`config.mk`:
```
export PLATFORM = sky130hd
export DESIGN_NAME = sha256_stream_hasher_top_flat
export DESIGN_NICKNAME = d
export VERILOG_FILES = /design/src/hw/rtl/sha256_pkg.sv /design/src/hw/rtl/sha256_if.sv /design/src/hw/rtl/sha256_core.sv /design/src/hw/rtl/sha256_stream_hasher_top.sv /design/src/flat_wrapper.sv
export SDC_FILE = /design/constraint.sdc
export NUM_CORES = 2
export LEC_CHECK = 0
export BUFFER_PORTS_ARGS = -buffer_cell sky130_fd_sc_hd__buf_2
export CAP_MARGIN = 15
export CORE_ASPECT_RATIO = 1.25
export CORE_MARGIN = 4
export CORE_UTILIZATION = 40
export CTS_CLUSTER_SIZE = 14
export DETAILED_ROUTE_END_ITERATION = 6
export GPL_TIMING_DRIVEN = 0
export HOLD_SLACK_MARGIN = 0.15
export SYNTH_ARGS = -nofsm -noshare
export SYNTH_HDL_FRONTEND = slang
export SYNTH_SLANG_ARGS = --single-unit
```
`constraint.sdc`:
```
create_clock -name clk -period 25.6 [get_ports clk]
set_clock_uncertainty 0.15 [all_clocks]
set_input_delay 3.84 -clock clk [delete_from_list [all_inputs] [get_ports clk]]
set_output_delay 3.84 -clock clk [all_outputs]
set_load 0.005 [all_outputs]
```
`src/hw/rtl/sha256_pkg.sv`:
```
`timescale 1ns / 1ps
// ----------------------------------------------------------------------------
// sha256_pkg
// Shared types, constants and round functions of the SHA-256 hasher.
// ----------------------------------------------------------------------------
package sha256_pkg;

  localparam logic [1:0] CMD_DATA    = 2'd0;
  localparam logic [1:0] CMD_FINISH  = 2'd1;
  localparam logic [1:0] CMD_RESTART = 2'd2;
  localparam logic [1:0] CMD_UNUSED  = 2'd3;

  localparam int BLOCK_BYTES = 64;
  localparam int ROUNDS      = 64;
  localparam logic [7:0] PAD_BYTE = 8'h80;
  localparam logic [5:0] LEN_POS  = 6'd56;

  typedef logic [31:0] word_t;

  function automatic word_t round_k(input logic [5:0] t);
    word_t k [64] = '{
      32'h428a2f98, 32'h71374491, 32'hb5c0fbcf, 32'he9b5dba5, 32'h3956c25b, 32'h59f111f1,
      32'h923f82a4, 32'hab1c5ed5, 32'hd807aa98, 32'h12835b01, 32'h243185be, 32'h550c7dc3,
      32'h72be5d74, 32'h80deb1fe, 32'h9bdc06a7, 32'hc19bf174, 32'he49b69c1, 32'hefbe4786,
      32'h0fc19dc6, 32'h240ca1cc, 32'h2de92c6f, 32'h4a7484aa, 32'h5cb0a9dc, 32'h76f988da,
      32'h983e5152, 32'ha831c66d, 32'hb00327c8, 32'hbf597fc7, 32'hc6e00bf3, 32'hd5a79147,
      32'h06ca6351, 32'h14292967, 32'h27b70a85, 32'h2e1b2138, 32'h4d2c6dfc, 32'h53380d13,
      32'h650a7354, 32'h766a0abb, 32'h81c2c92e, 32'h92722c85, 32'ha2bfe8a1, 32'ha81a664b,
      32'hc24b8b70, 32'hc76c51a3, 32'hd192e819, 32'hd6990624, 32'hf40e3585, 32'h106aa070,
      32'h19a4c116, 32'h1e376c08, 32'h2748774c, 32'h34b0bcb5, 32'h391c0cb3, 32'h4ed8aa4a,
      32'h5b9cca4f, 32'h682e6ff3, 32'h748f82ee, 32'h78a5636f, 32'h84c87814, 32'h8cc70208,
      32'h90befffa, 32'ha4506ceb, 32'hbef9a3f7, 32'hc67178f2};
    return k[t];
  endfunction

  function automatic word_t init_h(input logic [2:0] i);
    word_t h [8] = '{32'h6a09e667, 32'hbb67ae85, 32'h3c6ef372, 32'ha54ff53a,
                     32'h510e527f, 32'h9b05688c, 32'h1f83d9ab, 32'h5be0cd19};
    return h[i];
  endfunction

  function automatic word_t ror(input word_t v, input int s);
    return (v >> s) | (v << (32 - s));
  endfunction

  // Control from sequencer to compression core
  typedef struct packed {
    logic start;
  } core_ctl_t;

  typedef struct packed {
    logic busy;
  } core_sts_t;

endpackage

```
`src/hw/rtl/sha256_if.sv`:
```
`timescale 1ns / 1ps
// ----------------------------------------------------------------------------
// sha256_cmd_if / sha256_dig_if
// Valid/ready channels for command items and digest word items.
// ----------------------------------------------------------------------------
interface sha256_cmd_if;
  logic       valid;
  logic       ready;
  logic [1:0] command;
  logic [7:0] data_byte;
  modport source (output valid, command, data_byte, input ready);
  modport sink   (input valid, command, data_byte, output ready);
endinterface

interface sha256_dig_if;
  logic        valid;
  logic        ready;
  logic [31:0] digest_word;
  logic [2:0]  word_index;
  logic        last_word;
  modport source (output valid, digest_word, word_index, last_word, input ready);
  modport sink   (input valid, digest_word, word_index, last_word, output ready);
endinterface

```
`src/hw/rtl/sha256_core.sv`:
```
`timescale 1ns / 1ps
// ----------------------------------------------------------------------------
// sha256_core
// Compression engine: reads message words from the block buffer (registered-read
// memory), builds the schedule in a 16-word window and runs one round a cycle.
// Hash words live in an 8-entry memory, read and written back word by word.
// ----------------------------------------------------------------------------
module sha256_core (
  input  logic                    clk,
  input  logic                    rst,
  input  sha256_pkg::core_ctl_t   ctl,
  output sha256_pkg::core_sts_t   sts,
  output logic [3:0]              buf_raddr,
  input  sha256_pkg::word_t       buf_rdata,
  input  logic                    hash_reinit,
  input  logic [2:0]              hash_raddr,
  output sha256_pkg::word_t       hash_rdata
);

  localparam logic [2:0] S_IDLE = 3'd0, S_LOAD = 3'd1, S_ROUND = 3'd2,
                         S_ADD = 3'd3, S_INIT = 3'd4;

  logic [2:0] state;
  logic [6:0] cnt;
  sha256_pkg::word_t hmem [8];
  sha256_pkg::word_t hq;
  logic [2:0] haddr;
  logic       hwe;
  sha256_pkg::word_t hwd;
  sha256_pkg::word_t r [8];
  sha256_pkg::word_t w [16];
  sha256_pkg::word_t wt, s0, s1, t1, t2, e, a;
  logic [5:0] t;

  assign sts.busy = (state != S_IDLE);
  assign buf_raddr = cnt[3:0];
  assign hash_rdata = hq;
  // round index trails cnt by one: buffer read data is registered behind its address
  assign t = cnt[5:0] - 6'd1;

  always_comb begin
    s0 = sha256_pkg::ror(w[1], 7) ^ sha256_pkg::ror(w[1], 18) ^ (w[1] >> 3);
    s1 = sha256_pkg::ror(w[14], 17) ^ sha256_pkg::ror(w[14], 19) ^ (w[14] >> 10);
    wt = (t < 6'd16) ? buf_rdata : (w[0] + s0 + w[9] + s1);
    e = r[4];
    a = r[0];
    t1 = r[7] + (sha256_pkg::ror(e, 6) ^ sha256_pkg::ror(e, 11) ^ sha256_pkg::ror(e, 25)) +
         ((e & r[5]) ^ (~e & r[6])) + sha256_pkg::round_k(t) + wt;
    t2 = (sha256_pkg::ror(a, 2) ^ sha256_pkg::ror(a, 13) ^ sha256_pkg::ror(a, 22)) +
         ((a & r[1]) ^ (a & r[2]) ^ (r[1] & r[2]));
  end

  always_comb begin
    hwe = 1'b0;
    haddr = hash_raddr;
    hwd = hq + r[0];
    case (state)
      S_LOAD: haddr = cnt[2:0];
      S_ADD: begin
        haddr = cnt[2:0];
        hwe = (cnt != 7'd0);
      end
      S_INIT: begin
        haddr = cnt[2:0];
        hwe = 1'b1;
        hwd = sha256_pkg::init_h(cnt[2:0]);
      end
      default: ;
    endcase
  end

  // Write address trails the read address through a register in S_ADD; write uses registered address.
  logic [2:0] waddr;
  always_ff @(posedge clk) begin
    if (hwe) hmem[(state == S_INIT) ? haddr : waddr] <= hwd;
    hq <= hmem[haddr];
    waddr <= haddr;
  end

  always_ff @(posedge clk) begin
    if (rst) begin
      state <= S_INIT;
      cnt <= '0;
    end else begin
      case (state)
        S_IDLE: begin
          cnt <= '0;
          if (hash_reinit) state <= S_INIT;
          else if (ctl.start) state <= S_LOAD;
        end
        S_LOAD: begin
          // cnt 0..8: hash reads are registered in hq and land in r[cnt-1]
          if (cnt != 7'd0) r[cnt[2:0] - 3'd1] <= hq;
          if (cnt == 7'd8) begin
            cnt <= '0;
            state <= S_ROUND;
          end else begin
            cnt <= cnt + 7'd1;
          end
        end
        S_ROUND: begin
          // buffer read issued at cnt, data valid at cnt+1: use offset
          if (cnt == 7'd64) begin
            cnt <= '0;
            state <= S_ADD;
          end else begin
            cnt <= cnt + 7'd1;
          end
          if (cnt != 7'd0) begin
            r[7] <= r[6]; r[6] <= r[5]; r[5] <= e; r[4] <= r[3] + t1;
            r[3] <= r[2]; r[2] <= r[1]; r[1] <= a; r[0] <= t1 + t2;
            for (int i = 0; i < 15; i++) w[i] <= w[i + 1];
            w[15] <= wt;
          end
        end
        S_ADD: begin
          // shift window so r[0] pairs with next word read
          if (cnt != 7'd0) begin
            for (int i = 0; i < 7; i++) r[i] <= r[i + 1];
          end
          cnt <= cnt + 7'd1;
          if (cnt == 7'd8) state <= S_IDLE;
        end
        S_INIT: begin
          if (cnt[2:0] == 3'd7) begin
            cnt <= '0;
            state <= S_IDLE;
          end else begin
            cnt <= cnt + 7'd1;
          end
        end
        default: state <= S_IDLE;
      endcase
    end
  end

endmodule

```
`src/hw/rtl/sha256_stream_hasher_top.sv`:
```
`timescale 1ns / 1ps
// ----------------------------------------------------------------------------
// sha256_stream_hasher_top
// Data byte: written to the block buffer; the 64th byte of a block holds off input
// while the block is compressed.
// Finish: marker and padding written one byte a cycle (held while a block is
// compressed), one or two compressions, then eight digest items at the output register.
// Reset and restart reload the hash memory; no item is taken then.
// ----------------------------------------------------------------------------
module sha256_stream_hasher_top (
  input logic            clk,
  input logic            rst,
  sha256_cmd_if.sink     cmd,
  sha256_dig_if.source   dig
);

  localparam logic [2:0] Q_IDLE = 3'd0, Q_COMP = 3'd1, Q_PAD = 3'd2,
                         Q_EMIT = 3'd3, Q_WAIT = 3'd4;

  logic [2:0]  state;
  logic [5:0]  fill;
  logic [60:0] count;
  logic        done;
  logic        second;
  logic [2:0]  widx;
  logic        rd_pend;
  logic        last_pad;

  sha256_pkg::core_ctl_t ctl;
  sha256_pkg::core_sts_t sts;
  logic [3:0]  buf_raddr;
  sha256_pkg::word_t buf_rdata;
  logic        reinit;
  sha256_pkg::word_t hash_rdata;

  // block buffer: 16 x 32-bit words, byte lanes
  logic [7:0]  bmem0 [16], bmem1 [16], bmem2 [16], bmem3 [16];
  logic        bwe;
  logic [5:0]  bwa;
  logic [7:0]  bwd;
  logic [63:0] bits;

  assign bits = {count, 3'b000};

  always_ff @(posedge clk) begin
    if (bwe) begin
      case (bwa[1:0])
        2'd0: bmem0[bwa[5:2]] <= bwd;
        2'd1: bmem1[bwa[5:2]] <= bwd;
        2'd2: bmem2[bwa[5:2]] <= bwd;
        default: bmem3[bwa[5:2]] <= bwd;
      endcase
    end
    buf_rdata <= {bmem0[buf_raddr], bmem1[buf_raddr], bmem2[buf_raddr], bmem3[buf_raddr]};
  end

  sha256_core u_core (
    .clk, .rst, .ctl, .sts, .buf_raddr, .buf_rdata,
    .hash_reinit(reinit), .hash_raddr(widx), .hash_rdata
  );

  logic take;
  assign cmd.ready = (state == Q_IDLE) && !sts.busy && !ctl.start && !reinit;
  assign take = cmd.valid && cmd.ready;

  always_comb begin
    bwe = 1'b0;
    bwa = fill;
    bwd = cmd.data_byte;
    case (state)
      Q_IDLE: bwe = take && (cmd.command == sha256_pkg::CMD_DATA) && !done;
      Q_COMP: begin
        bwe = 1'b1;
        bwd = sha256_pkg::PAD_BYTE;
      end
      Q_PAD: begin
        bwe = 1'b1;
        if (fill >= sha256_pkg::LEN_POS && !second) bwd = bits[{~fill[2:0], 3'b111} -: 8];
        else bwd = 8'h00;
      end
      default: ;
    endcase
  end

  // second: block in pad needs full zero tail (0x80 landed at 56..62)
  logic dig_free;
  logic emit;
  logic start_now;
  assign dig_free = !dig.valid || dig.ready;
  assign emit = (state == Q_EMIT) && rd_pend && dig_free;
  assign start_now = (take && (cmd.command == sha256_pkg::CMD_DATA) && !done &&
                      (fill == 6'd63)) ||
                     (((state == Q_COMP) || (state == Q_PAD)) && (fill == 6'd63));

  always_ff @(posedge clk) begin
    if (rst) begin
      ctl.start <= 1'b0;
      reinit <= 1'b0;
    end else begin
      ctl.start <= start_now;
      reinit <= take && (cmd.command == sha256_pkg::CMD_RESTART);
    end
  end

  always_ff @(posedge clk) begin
    if (rst) begin
      state <= Q_IDLE;
      fill <= '0;
      count <= '0;
      done <= 1'b0;
      dig.valid <= 1'b0;
      second <= 1'b0;
      widx <= '0;
      rd_pend <= 1'b0;
    end else begin
      case (state)
        Q_IDLE: begin
          if (take) begin
            case (cmd.command)
              sha256_pkg::CMD_DATA: if (!done) begin
                count <= count + 61'd1;
                fill <= fill + 6'd1;
                if (fill == 6'd63) state <= Q_WAIT;
              end
              sha256_pkg::CMD_FINISH: begin
                widx <= '0;
                rd_pend <= 1'b0;
                if (done) state <= Q_EMIT;
                else state <= Q_COMP;
              end
              sha256_pkg::CMD_RESTART: begin
                fill <= '0;
                count <= '0;
                done <= 1'b0;
              end
              default: ;
            endcase
          end
        end
        Q_COMP: begin
          // write the 0x80 marker
          second <= (fill >= 6'd56) && (fill != 6'd63);
          fill <= fill + 6'd1;
          state <= (fill == 6'd63) ? Q_WAIT : Q_PAD;
        end
        Q_PAD: begin
          fill <= fill + 6'd1;
          if (fill == 6'd63) begin
            state <= Q_WAIT;
            if (second) second <= 1'b0;
            else done <= 1'b1;
          end
        end
        Q_WAIT: begin
          if (!ctl.start && !sts.busy) begin
            if (done) begin
              state <= Q_EMIT;
              widx <= '0;
              rd_pend <= 1'b0;
            end else if (fill == 6'd0 && count != '0 && !done && second == 1'b0
                         && last_pad) begin
              state <= Q_PAD;
            end else state <= Q_IDLE;
          end
        end
        Q_EMIT: begin
          if (dig_free) begin
            rd_pend <= !rd_pend;
            if (rd_pend) begin
              widx <= widx + 3'd1;
              if (widx == 3'd7) state <= Q_IDLE;
            end
          end
        end
        default: state <= Q_IDLE;
      endcase
      if (emit) dig.valid <= 1'b1;
      else if (dig.ready) dig.valid <= 1'b0;
    end
  end

  always_ff @(posedge clk) begin
    if (emit) begin
      dig.digest_word <= hash_rdata;
      dig.word_index <= widx;
      dig.last_word <= (widx == 3'd7);
    end
  end

  // last_pad: a full block was just compressed during finish, pad another
  always_ff @(posedge clk) begin
    if (rst) last_pad <= 1'b0;
    else if (state == Q_COMP) last_pad <= (fill == 6'd63) || (fill >= 6'd56);
    else if (state == Q_PAD && fill == 6'd63 && second) last_pad <= 1'b1;
    else if (state == Q_WAIT && !ctl.start && !sts.busy) last_pad <= 1'b0;
    else if (state == Q_IDLE) last_pad <= 1'b0;
  end

  assert property (@(posedge clk) disable iff (rst) take |-> !sts.busy)
    else $error("item taken while compressing");
  assert property (@(posedge clk) disable iff (rst) ctl.start |=> sts.busy)
    else $error("core did not start");
  assert property (@(posedge clk) disable iff (rst)
    dig.valid && dig.last_word |-> dig.word_index == 3'd7)
    else $error("last marker misplaced");

endmodule
```
`src/flat_wrapper.sv`:
```
// flat-port wrapper written by rule: the top's interface ports become plain ports
module sha256_stream_hasher_top_flat 
  (clk, rst, cmd_valid, cmd_command, cmd_data_byte, cmd_ready, dig_valid, dig_digest_word, dig_word_index, dig_last_word, dig_ready);
  sha256_cmd_if cmd_i ();
  sha256_dig_if dig_i ();
  input logic clk;
  input logic rst;
  input wire logic [$bits(cmd_i.valid)-1:0] cmd_valid;
  input wire logic [$bits(cmd_i.command)-1:0] cmd_command;
  input wire logic [$bits(cmd_i.data_byte)-1:0] cmd_data_byte;
  output wire logic [$bits(cmd_i.ready)-1:0] cmd_ready;
  output wire logic [$bits(dig_i.valid)-1:0] dig_valid;
  output wire logic [$bits(dig_i.digest_word)-1:0] dig_digest_word;
  output wire logic [$bits(dig_i.word_index)-1:0] dig_word_index;
  output wire logic [$bits(dig_i.last_word)-1:0] dig_last_word;
  input wire logic [$bits(dig_i.ready)-1:0] dig_ready;
  assign cmd_i.valid = cmd_valid;
  assign cmd_i.command = cmd_command;
  assign cmd_i.data_byte = cmd_data_byte;
  assign cmd_ready = cmd_i.ready;
  assign dig_valid = dig_i.valid;
  assign dig_digest_word = dig_i.digest_word;
  assign dig_word_index = dig_i.word_index;
  assign dig_last_word = dig_i.last_word;
  assign dig_i.ready = dig_ready;
  sha256_stream_hasher_top u_core (.clk(clk), .rst(rst), .cmd(cmd_i), .dig(dig_i));
endmodule
```
==> impl_metrics.ini <==
[power]
ir_drop_v = 0.0001588
comb_power_share_pct = 46.9
swShare_pct = 40.31
p_clk_share_pct = 22.9
p_switching_mw = 4.386
total_power_mw = 10.88
p_int_mw = 6.494
seq_power_share_pct = 30.2
leakage_nw = 31.61
pwr_density_cell_mw_per_mm2 = 118.4

[synth]
synth_seq_cells = 1729
async_flop_share_pct = 0
synth_edf_count = 1572
netlist-cell-type-count = 87
synth_xor_area_share_pct = 4.940
synth.cell_area_mm2 = 0.08165
synth_fa_ha_area_share_pct = 7.417
synth-seq-area-share_pct = 61.66
synth_top_family_by_area = compound AO/OA/AOI/OAI gates
synth_compound_area_share_pct = 9.098
ys.flop_type = edfxtp_1
synth-warning-count = 0
syn_inst = 5794
avgSynthCellArea_um2 = 14.09
synth.net_count = 6176
synth_mux_area_share_pct = 7.274
synthSimpleGateAreaFrac_pct = 6.396

[setup_path]
reg2reg_depth = 44
worstSetupPathType = flip-flop to flip-flop
crit_arrival_ps = 14380
path_max_fanout = 12
crit_top_cell = clkbuf_1
cp_slowest_cell = xor2_1
crit_path_end_kind = flip-flop
cp_data_required_time_ps = 25970
critPathMaxStageDelay_ps = 870
cp-start-kind = flip-flop
r2r_setup_slack_ps = 11590
worstReg2RegEnd = u_core.u_core.r[0][31]
r2r-start = u_core.u_core.cnt[0]

[grt]
busiest_layer = met2
grtUsageTotal_pct = 23.14
grt_pass1_wl_mm = 355.8
grt.overflow.total = 0
met1_usage_pct = 28.89
grt_use_met3_pct = 4.204
grtUsageMet2_pct = 38.98
grt_pass1_vias = 50901
antenna_found_initial = 13
grt_max_degree = 71

[clock_tree]
cts_tree = built
cts_hold_buf = 0
cts_resized = 0
insertion_delay_ps = 830
clk_path_buf_depth = 3
h-tree-depth = 4
numCtsBuffers = 168
clock-root-buffer = clkbuf_16
clkTransAtPathRegs_ps = 60
post-cts-setup-buffers = 0
cts_sinks = 1729

[min_path]
hold_end = u_core.u_core.w[0][166]
holdPathStages = 0
hold_start = u_core.u_core.w[0][198]
min_path_type = flip-flop to flip-flop

[timing]
hold_slack_ps = 262.4
finalCriticalPeriod_ps = 14010
relSlewSlack_pct = 16.68
rsz0062_at_grt = no
fmax_mhz = 71.37
min_period_over_period_pct = 54.73
setup_ws_ps = 11590
tightest_slew_ps = 1237
setup_tns_ps = 0
hold_viol_final = 0
maxSlewViolCount = 0
setup_viol = 0

[layout]
fin_area_mm2 = 0.09190
final_nets = 6440
fin_util_pct = 45.22
drive_gt1_share_pct = 11.00
stdcell_count = 8911
area_growth_pct = 12.55

[status]
status = completed

[floorplanning]
core-area_mm2 = 0.2032
pin_count = 52
initial_utilization_pct = 40.18
die_w_um = 412.1
rows = 185
die_y_um = 513.1
dieArea_mm2 = 0.2115

[drt]
viasPerCell = 5.676
first_pass_iters = 6
route.detailed.drc = 0
drt_iter0_drc = 5156
wl_per_cell_um = 27.91
postRouteAntennaNets = 0
routed_wl_mm = 248.7
vias = 50578

[place]
preCtsSetupSlack_ps = 11490
io_buffers = 50
gp_congestion = 0.9754
placed_cells = 8590
dpl_cell_area_mm2 = 0.08630
dp_hpwl_mm = 185.3

[flow_run]
drv_cap = 0
cell type report:
cell class              instances  area [µm²]
fillers                     18196      111300
well taps                    2711        3392
flip-flops and latches       1729       50350
inverters                     352        1321
clock inverters                99        1076
repair buffers                 94        1145
clock buffers                 211        4446
multi-input cells            3376       28860
diodes                          2       5.005
plain buffers                 337        1306
cell usage in the layout, fill, tap and decap left out, types with 22 or more instances in the layout:
cell       instances
clkinv_2          32
o211ai_1          30
mux2_2            31
nand4_1           31
clkbuf_16        168
edfxtp_1        1572
a21oi_1          271
nor2b_1           22
nor4_1            23
xor2_1           162
nand2_1          435
mux2i_1           23
nor2_1           341
fa_1             188
buf_1             32
nand2b_1          34
a21o_1           109
and2_1            41
nand3_1           85
buf_2             64
inv_1            347
ha_1             180
xnor2_1          295
nor3_1            51
a221o_1          178
o21bai_1          28
clkbuf_1         324
a211oi_1          30
dfxtp_1          157
a31oi_1           37
o21ai_0          237
clkinv_1          29
mux4_2           238
cell usage after synthesis, types with 6 or more instances:
master,number,area (µm²)
nor4_1,23,143.9
o21ai_1,11,55.05
o311ai_0,14,122.6
ha_1,180,2252
a221o_1,178,1782
xnor2_1,295,2584
dfxtp_1,157,3143
a21o_1,109,818.3
edfxtp_1,1572,47210
buf_2,11,55.05
mux2_2,31,349.1
a31oi_1,37,231.5
o21a_1,19,142.6
o21ai_0,244,1221
fa_1,188,3764
a211o_1,6,52.55
mux2i_1,23,230.2
a311oi_1,8,70.07
nor2_1,350,1314
o21bai_1,28,210.2
a21oi_1,271,1356
inv_1,347,1303
o22ai_1,15,93.84
buf_1,33,123.9
nor2b_1,22,137.6
a211oi_1,30,225.2
nand3_1,85,425.4
nand4_1,31,193.9
o31ai_1,14,105.1
or3_1,13,81.33
and4_1,11,96.34
a21boi_0,10,75.07
nand2_1,441,1655
and2_1,41,256.5
clkbuf_1,290,1089
nor3_1,51,255.2
o221ai_1,10,87.58
and3_1,21,131.4
xor2_1,163,1428
o211ai_1,30,225.2
nand2b_1,34,212.7
a221oi_1,13,113.9
mux4_2,238,5360
worst max path at each step:
stage | slack [ps] | to | depth (start not counted) | from
global route | 11260 | u_core.u_core.r[0][31] | 44 | u_core.u_core.cnt[0]
CTS | 11390 | u_core.u_core.r[0][31] | 41 | u_core.u_core.cnt[0]
finish | 11590 | u_core.u_core.r[0][31] | 44 | u_core.u_core.cnt[0]
detailed placement | 11490 | u_core.u_core.r[0][31] | 43 | u_core.u_core.cnt[0]
floorplan | 5760 | u_core.u_core.w[0][0] | 6 | rst
global placement | -700 | u_core.u_core.w[0][70] | 6 | rst
cells by family (layout without fill, tap and decap cells):
kind of cell	Yosys count	after routing
AO/OA/AOI/OAI	1095	1095
multiplexers	292	292
flip-flops	1729	1729
adder cells (fa/ha/maj)	372	372
other	0	2
buffers and inverters	689	1093
AND/OR/NAND/NOR	1158	1158
XOR/XNOR	459	459
power groups by stage:
stage          clock [mW]  combinational (mW)  sequential, mW
6_report             2.49                5.11            3.28
5_1_grt              2.65                5.54            3.28
4_1_cts              2.54                5.06            3.28
3_5_place_dp            0                5.01            3.34
3_3_place_gp            0                4.94            3.36
2_1_floorplan           0                3.51            3.29
state kept, by name (all words and copies together), names as in the netlist, 6 cells and up:
name	flops
u_core.bmem3	128
u_core.u_core.r	256
u_core.u_core.hash_rdata	32
u_core.buf_rdata	32
u_core.bmem2	128
u_core.u_core.cnt	7
u_core.bmem0	128
u_core.u_core.hmem	256
u_core.u_core.w	512
u_core.bmem1	128
u_core.dig.digest_word	32
u_core.count	61
u_core.bwa	6
worst max-delay path, delay by kind of cell (launching register included):
family	cells	cell delay, ps
fa+ha+maj	7	3000
xor+xnor	4	1850
flops	1	440
simple gates	5	1160
compound gates	16	3810
buf+inv	12	3280
metal layers:
metal  vias to the layer above  wire, µm
met5                         -        55
met4                         8     12960
met3                       574     16710
met2                      2041    123000
met1                     25773     95990
li1                      22182         -
Note: power is estimated with default switching activity, not from simulation.
